--- config.mk ---
export PLATFORM = sky130hd
export DESIGN_NAME = jpeg_exif_segment_locator
export DESIGN_NICKNAME = d
export VERILOG_FILES = /design/src/rtl/jel_pkg.sv /design/src/rtl/jel_in_stage.sv /design/src/rtl/jel_scan.sv /design/src/rtl/jel_out_stage.sv /design/src/rtl/jpeg_exif_segment_locator.sv
export SDC_FILE = /design/constraint.sdc
export NUM_CORES = 1
export LEC_CHECK = 0
export BUFFER_PORTS_ARGS = -buffer_cell sky130_fd_sc_hd__buf_2
export CORE_UTILIZATION = 45
export CTS_CLUSTER_SIZE = 16
export DETAILED_ROUTE_END_ITERATION = 7
export MAX_ROUTING_LAYER = met4
export SYNTH_ARGS = -nofsm -noshare
export SYNTH_HDL_FRONTEND = slang
export SYNTH_HIERARCHICAL = 1
export SYNTH_SLANG_ARGS = --single-unit
--- constraint.sdc ---
create_clock -name clk -period 11.09 [get_ports clk]
set_clock_uncertainty 0.05 [all_clocks]
set_input_delay 0.5545 -clock clk [delete_from_list [all_inputs] [get_ports clk]]
set_output_delay 0.5545 -clock clk [all_outputs]
set_load 0.03 [all_outputs]
--- src/rtl/jel_pkg.sv ---
// shared types, constants and helpers of the jpeg exif segment locator
package jel_pkg;

  localparam int JEL_POSITION_BITS = 24;

  localparam logic [7:0] JEL_MARK_PREFIX = 8'hFF;
  localparam logic [7:0] JEL_MARK_SOI    = 8'hD8;
  localparam logic [7:0] JEL_MARK_SOS    = 8'hDA;
  localparam logic [7:0] JEL_MARK_EOI    = 8'hD9;
  localparam logic [7:0] JEL_MARK_APP1   = 8'hE1;

  localparam logic [2:0]  JEL_SIG_LAST_IDX = 3'd5;
  localparam logic [15:0] JEL_SIG_LEN      = 16'd6;
  localparam logic [15:0] JEL_MIN_SEG_LEN  = 16'd2;
  localparam logic [15:0] JEL_MIN_TIFF_LEN = 16'd8;
  localparam logic [31:0] JEL_OFFSET_LIMIT = 32'h00FF_FFFF;

  typedef enum logic [3:0] {
    PH_START0 = 4'd0,
    PH_START1 = 4'd1,
    PH_SCAN   = 4'd2,
    PH_MARKER = 4'd3,
    PH_LEN_HI = 4'd4,
    PH_LEN_LO = 4'd5,
    PH_HEADER = 4'd6,
    PH_SKIP   = 4'd7,
    PH_TIFF   = 4'd8,
    PH_DONE   = 4'd9
  } jel_phase_t;

  typedef struct packed {
    logic [7:0] file_byte;
    logic       is_last;
  } jel_in_word_t;

  typedef struct packed {
    logic        found;
    logic [23:0] tiff_offset;
    logic [15:0] tiff_length;
  } jel_out_word_t;

  // "Exif\0\0"
  function automatic logic [7:0] jel_sig_byte(input logic [2:0] idx);
    logic [7:0] b;
    b = 8'h00;
    case (idx)
      3'd0:    b = 8'h45;
      3'd1:    b = 8'h78;
      3'd2:    b = 8'h69;
      3'd3:    b = 8'h66;
      default: b = 8'h00;
    endcase
    return b;
  endfunction

endpackage

--- src/rtl/jel_in_stage.sv ---
// input register of the locator
module jel_in_stage
  import jel_pkg::*;
(
  input  logic         clk,
  input  logic         rst_n,
  input  logic         in_valid,
  output logic         in_ready,
  input  jel_in_word_t in_data,
  input  logic         take,
  output logic         valid,
  output jel_in_word_t data
);

  logic         valid_r;
  logic         valid_nxt;
  jel_in_word_t data_r;

  assign in_ready  = !valid_r || take;
  assign valid_nxt = in_ready ? in_valid : valid_r;

  always_ff @(posedge clk) begin
    if (!rst_n) begin
      valid_r <= 1'b0;
    end else begin
      valid_r <= valid_nxt;
    end
  end

  always_ff @(posedge clk) begin
    if (in_ready && in_valid) begin
      data_r <= in_data;
    end
  end

  assign valid = valid_r;
  assign data  = data_r;

endmodule

--- src/rtl/jel_scan.sv ---
// marker walk state machine and result decision, one byte per step
module jel_scan
  import jel_pkg::*;
#(
  parameter int POSITION_BITS = JEL_POSITION_BITS
) (
  input  logic          clk,
  input  logic          rst_n,
  input  logic          step,
  input  jel_in_word_t  word,
  output logic          res_valid,
  output jel_out_word_t res
);

  jel_phase_t               phase_r, phase_nxt;
  logic [POSITION_BITS-1:0] pos_r, pos_nxt;
  logic [7:0]               marker_r, marker_nxt;
  logic [7:0]               len_hi_r, len_hi_nxt;
  logic [15:0]              left_r, left_nxt;
  logic [2:0]               hdr_cnt_r, hdr_cnt_nxt;
  logic [23:0]              held_off_r, held_off_nxt;
  logic [15:0]              held_len_r, held_len_nxt;

  logic [7:0]  b;
  logic        last;
  logic [15:0] seg_len;
  logic [15:0] seg_rem;
  logic [15:0] left_dec;
  logic [15:0] left_sat;
  logic        sig_ok;
  logic [31:0] pos_ext;
  logic        pos_bad;
  logic        tiff_first;
  logic        emit;
  logic        hit;

  assign b          = word.file_byte;
  assign last       = word.is_last;
  assign seg_len    = {len_hi_r, b};
  assign seg_rem    = seg_len - JEL_MIN_SEG_LEN;
  assign left_dec   = left_r - 16'd1;
  assign left_sat   = (left_r != 16'd0) ? left_dec : 16'd0;
  assign sig_ok     = (b == jel_sig_byte(hdr_cnt_r));
  assign pos_ext    = 32'(pos_r);
  assign pos_bad    = (&pos_r) || (pos_ext > JEL_OFFSET_LIMIT);
  assign tiff_first = (left_r == held_len_r);

  // next state
  always_comb begin
    phase_nxt = phase_r;
    emit      = 1'b0;
    hit       = 1'b0;
    unique case (phase_r)
      PH_START0: begin
        if (b != JEL_MARK_PREFIX) emit = 1'b1;
        else phase_nxt = PH_START1;
      end
      PH_START1: begin
        if (b != JEL_MARK_SOI) emit = 1'b1;
        else phase_nxt = PH_SCAN;
      end
      PH_SCAN: begin
        if (b == JEL_MARK_PREFIX) phase_nxt = PH_MARKER;
      end
      PH_MARKER: begin
        if (b == JEL_MARK_SOS || b == JEL_MARK_EOI) emit = 1'b1;
        else phase_nxt = PH_LEN_HI;
      end
      PH_LEN_HI: begin
        phase_nxt = PH_LEN_LO;
      end
      PH_LEN_LO: begin
        if (seg_len < JEL_MIN_SEG_LEN) emit = 1'b1;
        else if (marker_r == JEL_MARK_APP1 && seg_rem >= JEL_SIG_LEN) phase_nxt = PH_HEADER;
        else if (seg_rem == 16'd0) phase_nxt = PH_SCAN;
        else phase_nxt = PH_SKIP;
      end
      PH_HEADER: begin
        if (!sig_ok) begin
          phase_nxt = (left_dec == 16'd0) ? PH_SCAN : PH_SKIP;
        end else if (hdr_cnt_r == JEL_SIG_LAST_IDX) begin
          if (left_dec <= JEL_MIN_TIFF_LEN) emit = 1'b1;
          else phase_nxt = PH_TIFF;
        end
      end
      PH_SKIP: begin
        if (left_sat == 16'd0) phase_nxt = PH_SCAN;
      end
      PH_TIFF: begin
        if (tiff_first && pos_bad) begin
          emit = 1'b1;
        end else if (left_sat == 16'd0) begin
          emit = 1'b1;
          hit  = 1'b1;
        end
      end
      PH_DONE: begin
        phase_nxt = PH_DONE;
      end
      default: begin
        phase_nxt = PH_DONE;
      end
    endcase
    if (emit) phase_nxt = PH_DONE;
    if (last) phase_nxt = PH_START0;
  end

  // datapath and result
  always_comb begin
    marker_nxt   = marker_r;
    len_hi_nxt   = len_hi_r;
    left_nxt     = left_r;
    hdr_cnt_nxt  = hdr_cnt_r;
    held_off_nxt = held_off_r;
    held_len_nxt = held_len_r;
    unique case (phase_r)
      PH_MARKER: marker_nxt = b;
      PH_LEN_HI: len_hi_nxt = b;
      PH_LEN_LO: begin
        left_nxt    = seg_rem;
        hdr_cnt_nxt = 3'd0;
      end
      PH_HEADER: begin
        left_nxt = left_dec;
        if (sig_ok) begin
          hdr_cnt_nxt = hdr_cnt_r + 3'd1;
          if (hdr_cnt_r == JEL_SIG_LAST_IDX) held_len_nxt = left_dec;
        end
      end
      PH_SKIP: left_nxt = left_sat;
      PH_TIFF: begin
        if (tiff_first) held_off_nxt = pos_ext[23:0];
        left_nxt = left_sat;
      end
      default: begin
      end
    endcase

    if (last) pos_nxt = '0;
    else if (&pos_r) pos_nxt = pos_r;
    else pos_nxt = pos_r + 1'b1;

    res_valid       = step && (emit || (last && phase_r != PH_DONE));
    res.found       = hit;
    res.tiff_offset = hit ? held_off_nxt : 24'd0;
    res.tiff_length = hit ? held_len_r : 16'd0;
  end

  always_ff @(posedge clk) begin
    if (!rst_n) begin
      phase_r <= PH_START0;
      pos_r   <= '0;
    end else if (step) begin
      phase_r <= phase_nxt;
      pos_r   <= pos_nxt;
    end
  end

  always_ff @(posedge clk) begin
    if (step) begin
      marker_r   <= marker_nxt;
      len_hi_r   <= len_hi_nxt;
      left_r     <= left_nxt;
      hdr_cnt_r  <= hdr_cnt_nxt;
      held_off_r <= held_off_nxt;
      held_len_r <= held_len_nxt;
    end
  end

endmodule

--- src/rtl/jel_out_stage.sv ---
// result register of the locator
module jel_out_stage
  import jel_pkg::*;
(
  input  logic          clk,
  input  logic          rst_n,
  input  logic          res_valid,
  input  jel_out_word_t res,
  output logic          slot_free,
  output logic          out_valid,
  input  logic          out_ready,
  output jel_out_word_t out_data
);

  logic          valid_r;
  logic          valid_nxt;
  jel_out_word_t data_r;

  assign slot_free = !valid_r || out_ready;
  assign valid_nxt = slot_free ? res_valid : valid_r;

  always_ff @(posedge clk) begin
    if (!rst_n) begin
      valid_r <= 1'b0;
    end else begin
      valid_r <= valid_nxt;
    end
  end

  always_ff @(posedge clk) begin
    if (slot_free && res_valid) begin
      data_r <= res;
    end
  end

  assign out_valid = valid_r;
  assign out_data  = data_r;

endmodule

--- src/rtl/jpeg_exif_segment_locator.sv ---
// top level of the jpeg exif segment locator
// usage:
//   in channel: one file byte per word (in_data.file_byte) with in_data.is_last
//   set on the final byte of each file, valid/ready handshake
//   out channel: exactly one word per file (found, tiff_offset, tiff_length),
//   given on the byte where the outcome is settled; offset and length are 0
//   when found is 0
// throughput: one byte per cycle, sustained, as long as out_ready is not held low
// path: an accepted byte waits in the input register, is decoded by the scanner,
//   and its result is registered in the output register once that has room
// stall: a held result stays in the output register; the byte behind it waits
//   in the input register, and in_ready drops once both are occupied
// reset: synchronous rst_n clears both stages and returns the scanner to the
//   start of a file with the byte position at zero
// the byte position saturates at 2^POSITION_BITS - 1
module jpeg_exif_segment_locator
  import jel_pkg::*;
#(
  parameter int POSITION_BITS = JEL_POSITION_BITS
) (
  input  logic          clk,
  input  logic          rst_n,
  input  logic          in_valid,
  output logic          in_ready,
  input  jel_in_word_t  in_data,
  output logic          out_valid,
  input  logic          out_ready,
  output jel_out_word_t out_data
);

  logic          stg_valid;
  jel_in_word_t  stg_data;
  logic          slot_free;
  logic          step;
  logic          res_valid;
  jel_out_word_t res;

  assign step = stg_valid && slot_free;

  jel_in_stage u_in (
    .clk      (clk),
    .rst_n    (rst_n),
    .in_valid (in_valid),
    .in_ready (in_ready),
    .in_data  (in_data),
    .take     (step),
    .valid    (stg_valid),
    .data     (stg_data)
  );

  jel_scan #(
    .POSITION_BITS (POSITION_BITS)
  ) u_scan (
    .clk       (clk),
    .rst_n     (rst_n),
    .step      (step),
    .word      (stg_data),
    .res_valid (res_valid),
    .res       (res)
  );

  jel_out_stage u_out (
    .clk       (clk),
    .rst_n     (rst_n),
    .res_valid (res_valid),
    .res       (res),
    .slot_free (slot_free),
    .out_valid (out_valid),
    .out_ready (out_ready),
    .out_data  (out_data)
  );

endmodule
==> results of run 1 <==
[stage by stage]
step / instance area [um2] / setup slack (ns) / power, mW / cells
finish: 8690 / 6.96 / 1.34 / 953
global route: 8690 / 6.58 / 1.39 / 953
CTS: 8690 / 7.01 / 1.35 / 953
detailed placement: 8090 / 7.03 / 0.760 / 921
global placement: 8090 / 7.24 / 0.757 / 921
floorplan: 7630 / 7.26 / 0.734 / 673
[registers in the layout, summed over array words and instances, names as in the netlist]
| name | count |
|---|---|
| u_scan/pos_r | 24 |
| u_scan/phase_r | 4 |
| u_scan/hdr_cnt_r | 3 |
| u_out/out_data | 41 |
| u_scan/len_hi_r | 8 |
| u_scan/marker_r | 8 |
| u_in/valid | 1 |
| u_in/data | 9 |
| u_out/out_valid | 1 |
| u_scan/left_r | 16 |
| u_scan/held_len_r | 16 |
| u_scan/held_off_r | 24 |
[cell families (layout without fill, tap and decap cells)]
group	Yosys count	after routing	share of synthesized area
DFF	155	155	0.570
and+or+nand+nor	259	259	0.187
xor gates and xnor gates	57	57	0.0654
AOI/OAI and AO/OA	86	86	0.0800
buffers and inverters	81	141	0.0444
muxes	25	25	0.0367
adders and majority gates	10	10	0.0164
[area by class of cell]
| type | count | area (um2) |
|---|---|---|
| timing repair buffer | 61 | 320 |
| tap | 220 | 275 |
| inverter | 48 | 180 |
| fill | 1482 | 7890 |
| clock buffer | 19 | 453 |
| sequential | 155 | 4350 |
| clock inverter | 13 | 154 |
| multi-input combinational | 437 | 2960 |
[metal layers]
layer  share of wire  up-vias  track usage
li1                -     2529            -
met1            0.48     2502        0.261
met2            0.47      156        0.307
met3           0.041       17       0.0377
met4           0.014        0       0.0747
met5               0        -            -
[critical path, delay by kind of cell, from the launching register on]
family | cells | cell delay [ns]
flops | 1 | 0.44
compound gates | 4 | 1.36
simple gates | 4 | 1.45
buf+inv | 1 | 0.12
fa+ha+maj | 1 | 0.30
[where the power goes]
| part | total (mW) | switching (mW) | internal [mW] |
|---|---|---|---|
| Combinational | 0.0829 | 0.0542 | 0.0287 |
| Sequential | 0.664 | 0.0157 | 0.649 |
| Clock | 0.596 | 0.247 | 0.349 |
| Total | 1.34 | 0.317 | 1.03 |
[worst max path at each step]
stage                   startpoint                   end  slack [ns]  depth (start not counted)
2_1_floorplan  u_scan/hdr_cnt_r[0]  u_scan/held_len_r[0]        7.26                          7
3_3_place_gp   u_scan/hdr_cnt_r[0]    u_out/out_data[12]        7.24                         10
3_5_place_dp   u_scan/hdr_cnt_r[0]    u_out/out_data[12]        7.03                         10
4_1_cts        u_scan/hdr_cnt_r[0]    u_out/out_data[12]        7.01                         10
5_1_grt        u_scan/hdr_cnt_r[1]     u_out/out_data[7]        6.58                         10
6_report       u_scan/hdr_cnt_r[1]     u_out/out_data[7]        6.96                         10
[cells in the final DEF, fill, tap and decap left out, types with 15 or more instances in the layout]
cell,count
buf_2,55
clkbuf_16,17
dfxtp_1,30
edfxtp_1,125
inv_1,47
mux2_2,24
nand2_1,36
nand2b_1,15
nand4_1,21
nor2_1,69
nor2b_1,25
nor3_1,21
o21ai_0,19
xnor2_1,30
xor2_1,27
==> flow_metrics.tcl, run 1 <==
set metrics [dict create \
    via_per_inst 5.46 \
    avgRoutedWirePerCell_um 16.8 \
    fp.dieW_um 132 \
    synthCells 673 \
    holdCritStartpoint "in_data[8]" \
    finalCriticalPeriod_ns 4.13 \
    ys_ff_latch 155 \
    dr.pass1.iters 5 \
    yosysTopAreaCellShare 0.492 \
    drc_errors 0 \
    fin_util 0.524 \
    wirelength_um 16100 \
    hold_class "in2reg" \
    die-height_um 132 \
    antenna_found_initial 0 \
    cap_violations 0 \
    diodes 0 \
    grt_max_degree 42 \
    syn-cell-area_um2 7630 \
    grt_use_total 0.199 \
    synth_common_cells "edfxtp_1, nor2_1, inv_1, nand2_1" \
    holdPathStages 1 \
    worst_pin_slew_ns 1.15 \
    place_congestion 0.889 \
    drt_iter0_drc 396 \
    yosysWarnings 6 \
    vdd_drop_max_mv 0.0989 \
    die_area_um2 17500 \
    power.density_nw_per_um2 155 \
    numCtsBuffers 17 \
    fp-row-count 47 \
    cts_tree "yes" \
    synth_edf_count 125 \
    r2r_cells 10 \
    cts_setup_buffers 0 \
    num_vias 5204 \
    path_cells "inv_1 -> ha_1 -> nand2b_1 -> a21oi_1 -> a2111oi_0 -> nand2_1 -> or4_1 -> o21ai_1 -> o31a_1 -> and2_4" \
    cts.path.max_buffers 2 \
    min_to "u_in/data[8]" \
    postCtsResizedCells 0 \
    io_buffers 55 \
    coreArea_um2 16600 \
    cts.sinks 155 \
    timing.fmax_mhz 242 \
    total_leakage_power_nw 3.09 \
    r2r_start "u_scan/hdr_cnt_r[1]" \
    cp_max_fo 41 \
    drive_above_1_share 0.190 \
    cp_slowest_cell "a2111oi_0" \
    critPathArrivalTime_ns 4.14 \
    root_buffer "clkbuf_16" \
    crit_type "reg2reg" \
    synthToLayoutAreaGrowth_pct 13.9 \
    clk_pin_slew_ns 0.06 \
    cts-htree-levels 4 \
    hpwlAfterDp_um 11300 \
    grt_pass1_wl_um 26400 \
    synth-main-ff-cell "edfxtp_1" \
    worstPathRequired_ns 11.10 \
    async_flop_share 0 \
    ys_seq_area_frac 0.570 \
    synthMostInstantiatedCell "edfxtp_1" \
    synth_nets 696 \
    clk_latency_ns 0.43 \
    start_util 0.460 \
    post-route-period-util 0.372 \
    ys_types 72 \
    finalSetupViolCount 0 \
    final-hold-violation-count 0 \
    syn_area_per_cell_um2 11.3 \
    whs_ns 0.247 \
    cts_hold_buffers 0 \
    nets 743 \
    reg2reg_slack_ns 6.96 \
    synthTopCellsByArea "edfxtp_1, dfxtp_1, mux2_2" \
    fin_tns_setup_ns 0 \
    rsz0062_at_grt "false" \
    finalMaxSlewViolations 0 \
    relSlewSlack 0.229 \
    max_stage_delay_ns 0.76 \
    pin_count 56 \
    outcome "completed" \
    antenna_left 0 \
    synth.largest_area_cell "edfxtp_1" \
    start_kind "register" \
    r2r-end "u_out/out_data[7]" \
    grt_overflow_total 0 \
    cp-end-kind "register" \
    grt_pass1_vias 5094 \
]
Note: power is estimated with default switching activity, not from simulation.
==> run 2: changes to the inputs <==
==> constraint.sdc (replaced) <==
create_clock -name clk -period 3.6 [get_ports clk]
set_clock_uncertainty 0.05 [all_clocks]
set_input_delay 0.18 -clock clk [delete_from_list [all_inputs] [get_ports clk]]
set_output_delay 0.18 -clock clk [all_outputs]
set_load 0.03 [all_outputs]
==> flow_metrics.tcl, run 2 (synthesis gave the netlist of run 1 again) <==
set metrics [dict create \
    vdd_drop_max_mv 0.332 \
    worst_pin_slew_ns 0.797 \
    r2r-end "u_out/out_data[22]" \
    largest_reg_flops 41 \
    place_ws_ns 0.124 \
    nets 784 \
    cts-htree-levels 4 \
    layout_setup_ws_ns 0.197 \
    cp_max_fo 41 \
    hold_class "in2reg" \
    worstPathRequired_ns 3.66 \
    numCtsBuffers 17 \
    num_vias 5291 \
    avgRoutedWirePerCell_um 16.2 \
    combPwrFrac 0.073 \
    cp-end-kind "register" \
    clkPwrFrac 0.446 \
    hpwlAfterDp_um 11700 \
    final_common_cell "edfxtp_1" \
    cts_tree "yes" \
    total_leakage_power_nw 3.29 \
    pin_count 56 \
    post-route-period-util 0.945 \
    drive_above_1_share 0.217 \
    finalMaxSlewViolations 0 \
    fp.dieW_um 132 \
    drc_errors 0 \
    crit_type "reg2reg" \
    die_area_um2 17500 \
    clk_latency_ns 0.43 \
    drt_iter0_drc 427 \
    timing.fmax_mhz 294 \
    p_sw_frac 0.222 \
    die-height_um 132 \
    critPathArrivalTime_ns 3.47 \
    power.switching_uw 936 \
    root_buffer "clkbuf_16" \
    outcome "completed" \
    diodes 0 \
    final_cells 994 \
    synthToLayoutAreaGrowth_pct 18.8 \
    r2r_cells 11 \
    start_util 0.460 \
    r2r_start "u_scan/left_r[1]" \
    grt_max_degree 42 \
    crit_end "u_out/out_data[22]" \
    cts.sinks 155 \
    cts.path.max_buffers 2 \
    start_kind "register" \
    layout_common_cells "edfxtp_1, nor2_1, buf_2" \
    whs_ns 0.0137 \
    rsz0062_at_grt "false" \
    cap_violations 0 \
    dr.pass1.iters 5 \
    fin_tns_setup_ns 0 \
    antenna_found_initial 0 \
    grt_use_total 0.201 \
    fp-row-count 47 \
    coreArea_um2 16600 \
    reg2reg_slack_ns 0.20 \
    relSlewSlack 0.468 \
    grt_pass1_wl_um 26200 \
    clk_pin_slew_ns 0.06 \
    finalCriticalPeriod_ns 3.40 \
    grt_overflow_total 0 \
    grt_pass1_vias 4994 \
    power.density_nw_per_um2 465 \
    via_per_inst 5.32 \
    io_buffers 55 \
    internal_power_mw 3.28 \
    final-hold-violation-count 0 \
    startpoint "u_scan/left_r[1]" \
    place_inst 952 \
    wirelength_um 16100 \
    seq_power_share 0.481 \
    antenna_left 0 \
    place_congestion 0.889 \
    power_mw 4.21 \
    finalSetupViolCount 0 \
]
[run 2: cell count changes in the layout (fill, tap and decap cells not counted), moves of 2 or more]
cell	change
dlygate4sd3_1	+10
clkbuf_1	+2
bufinv_16	+2
clkbuf_8	-2
buf_12	+2
inv_6	-3
clkinvlp_4	+3
buf_4	+29
[run 2: worst min-delay path by stage]
stage                           end  cells after the start  startpoint  slack, ns
finish              u_out/out_valid                      3   out_ready       0.01
global route        u_out/out_valid                      3   out_ready       0.01
CTS                 u_out/out_valid                      3   out_ready     0.0004
detailed placement     u_in/data[7]                      1  in_data[7]       0.31
global placement       u_in/data[1]                      1  in_data[1]       0.31
floorplan              u_in/data[0]                      0  in_data[0]       0.23
[run 2: metrics by stage]
stage                util  cell area (um2)
floorplan               -             7640
global placement    0.503             8340
detailed placement  0.503             8340
CTS                 0.547             9060
global route        0.547             9070
finish              0.547             9070
[run 2: layer usage]
metal	track usage	share of wire	up-vias
met5	-	0	-
met1	0.270	0.49	2522
li1	-	-	2610
met4	0.0568	0.016	0
met3	0.0496	0.045	22
met2	0.303	0.45	137
[run 2: critical path, cell delays in order, from the launching register on]
cell and delay [ns]:
edfxtp_1 0.46, inv_1 0.12, ha_1 0.27, buf_4 0.19
or4_1 0.52, o31ai_1 0.09, nor2_1 0.10, or4_4 0.57
a21oi_2 0.18, o31a_1 0.17, and2_4 0.15, buf_12 0.23
[run 2: cell type report]
cell class                      instances  area (um2)
Fill cell                            1438        7510
Sequential cell                       155        4350
Tap cell                              220         275
Clock buffer                           19         433
Multi-Input combinational cell        437        2960
Inverter                               48         180
Clock inverter                         13         194
Timing Repair Buffer                  102         678
[run 2: power by group through the flow]
stage / clock network (mW) / registers [mW] / logic [mW]
after detailed placement: 0 / 2.07 / 0.298
after global placement: 0 / 2.06 / 0.297
final: 1.88 / 2.03 / 0.306
after CTS: 1.93 / 2.03 / 0.308
after floorplan: 0 / 2.11 / 0.154
after global routing: 1.99 / 2.03 / 0.333
[run 2: what timing repair did]
| item | in CTS | in global routing |
|---|---|---|
| setup endpoints to repair | 0 | 41 |
| buffers inserted | 0 | 0 |
| hold buffers | 10 | 0 |
| gates resized for setup | 0 | 1 |
| endpoints found under the hold margin | 10 | 0 |
==> run 3: changes to the inputs <==
--- a/config.mk
+++ b/config.mk
@@ -10,6 +10,7 @@
 export CTS_CLUSTER_SIZE = 16
 export DETAILED_ROUTE_END_ITERATION = 7
 export MAX_ROUTING_LAYER = met4
+export SLEW_MARGIN = 5
 export SYNTH_ARGS = -nofsm -noshare
 export SYNTH_HDL_FRONTEND = slang
 export SYNTH_HIERARCHICAL = 1
==> constraint.sdc (replaced) <==
create_clock -name clk -period 3.75 [get_ports clk]
set_clock_uncertainty 0.05 [all_clocks]
set_input_delay 0.1875 -clock clk [delete_from_list [all_inputs] [get_ports clk]]
set_output_delay 0.1875 -clock clk [all_outputs]
set_load 0.03 [all_outputs]
==> flow_metrics.tcl, run 3 (synthesis gave the netlist of run 1 again) <==
set metrics [dict create \
    num_vias 5334 \
    critPathArrivalTime_ns 3.47 \
    grt_overflow_total 0 \
    final_cells 987 \
    antenna_found_initial 0 \
    die_area_um2 17500 \
    place_congestion 0.898 \
    finalSetupViolCount 0 \
    cp-end-kind "register" \
    cts_tree "yes" \
    finalCriticalPeriod_ns 3.42 \
    numCtsBuffers 17 \
    antenna_left 0 \
    cap_violations 0 \
    nets 777 \
    dr.pass1.iters 5 \
    drive_above_1_share 0.207 \
    relSlewSlack 0.459 \
    clk_pin_slew_ns 0.06 \
    cts.sinks 155 \
    final_common_cell "edfxtp_1" \
    timing.fmax_mhz 293 \
    worstPathRequired_ns 3.81 \
    grt_max_degree 42 \
    post-route-period-util 0.912 \
    grt_pass1_vias 5094 \
    final-hold-violation-count 0 \
    fp.dieW_um 132 \
    via_per_inst 5.40 \
    die-height_um 132 \
    cts.path.max_buffers 2 \
    finalMaxSlewViolations 0 \
    place_inst 944 \
    hold_class "in2reg" \
    cts_setup_buffers 0 \
    drc_errors 0 \
    drt_iter0_drc 368 \
    vdd_drop_max_mv 0.294 \
    power_mw 3.98 \
    synthToLayoutAreaGrowth_pct 17.8 \
    root_buffer "clkbuf_16" \
    coreArea_um2 16600 \
    rsz0062_at_grt "false" \
    largest_reg_flops 41 \
    fp-row-count 47 \
    layout_common_cells "edfxtp_1, nor2_1, buf_2" \
    cp_max_fo 41 \
    grt_use_total 0.201 \
    start_kind "register" \
    pin_count 56 \
    clk_latency_ns 0.43 \
    cts-htree-levels 4 \
    outcome "completed" \
    fin_tns_setup_ns 0 \
    hpwlAfterDp_um 11600 \
    total_leakage_power_nw 3.25 \
    diodes 0 \
    worst_pin_slew_ns 0.805 \
    power.density_nw_per_um2 443 \
    crit_type "reg2reg" \
    wirelength_um 16100 \
    start_util 0.460 \
    grt_pass1_wl_um 26300 \
    avgRoutedWirePerCell_um 16.3 \
    io_buffers 55 \
]
run 3: metal layers:
| metal | GRT usage | vias up | share of wire |
|---|---|---|---|
| li1 | - | 2608 | - |
| met5 | - | - | 0 |
| met1 | 0.266 | 2557 | 0.48 |
| met2 | 0.300 | 152 | 0.46 |
| met4 | 0.0779 | 0 | 0.015 |
| met3 | 0.0458 | 17 | 0.050 |
run 3: worst paths after layout:
| check | from | endpoint | slack (ns) | depth (start not counted) |
|---|---|---|---|---|
| hold / removal | rst_n | u_scan/pos_r[1] | 0.06 | 2 |
| hold reg to reg | u_in/valid | u_in/valid | 0.47 | 2 |
| setup / recovery | u_scan/left_r[1] | u_out/out_data[8] | 0.33 | 11 |
| setup reg to reg | u_scan/left_r[1] | u_out/out_data[8] | 0.33 | 11 |
run 3: area by class of cell:
class / instances / area [um2]
Clock inverter: 13 / 166
Inverter: 48 / 180
Clock buffer: 19 / 433
Sequential cell: 155 / 4350
Timing Repair Buffer: 95 / 628
Fill cell: 1474 / 7590
Multi-Input combinational cell: 437 / 2960
Tap cell: 220 / 275
run 3: metrics by stage:
| step | setup slack, ns | utilization | area [um2] | hold slack [ns] |
|---|---|---|---|---|
| final | 0.331 | 0.542 | 8990 | 0.0589 |
| after global routing | 0.0501 | 0.542 | 8990 | 0.0614 |
| after CTS | 0.225 | 0.542 | 8990 | 0.0390 |
| after detailed placement | 0.241 | 0.499 | 8280 | 0.316 |
| after global placement | 0.307 | 0.499 | 8280 | 0.314 |
| after floorplan | 0.269 | - | 7640 | 0.236 |
run 3: report_power, final:
group          switching (mW)  internal [mW]  leakage, nW
Combinational           0.176          0.107         1.54
Clock                   0.693           1.05        0.293
Sequential             0.0351           1.92         1.42
run 3: worst max-delay path: stages, from the launching register on:
cell and delay [ns]:
edfxtp_1 0.48, inv_1 0.15, ha_2 0.29, nor3b_1 0.26, xor2_1 0.14, nor4_1 0.32
nand2_1 0.10, or4_4 0.52, a21oi_2 0.22, o31a_1 0.18, and2_4 0.15, buf_12 0.22
run 3: what timing repair did:
item                       in CTS  in global routing
hold buffers                   11                  0
setup endpoints to repair       0                 41
gates resized for setup         0                  2
hold endpoints to repair       11                  0
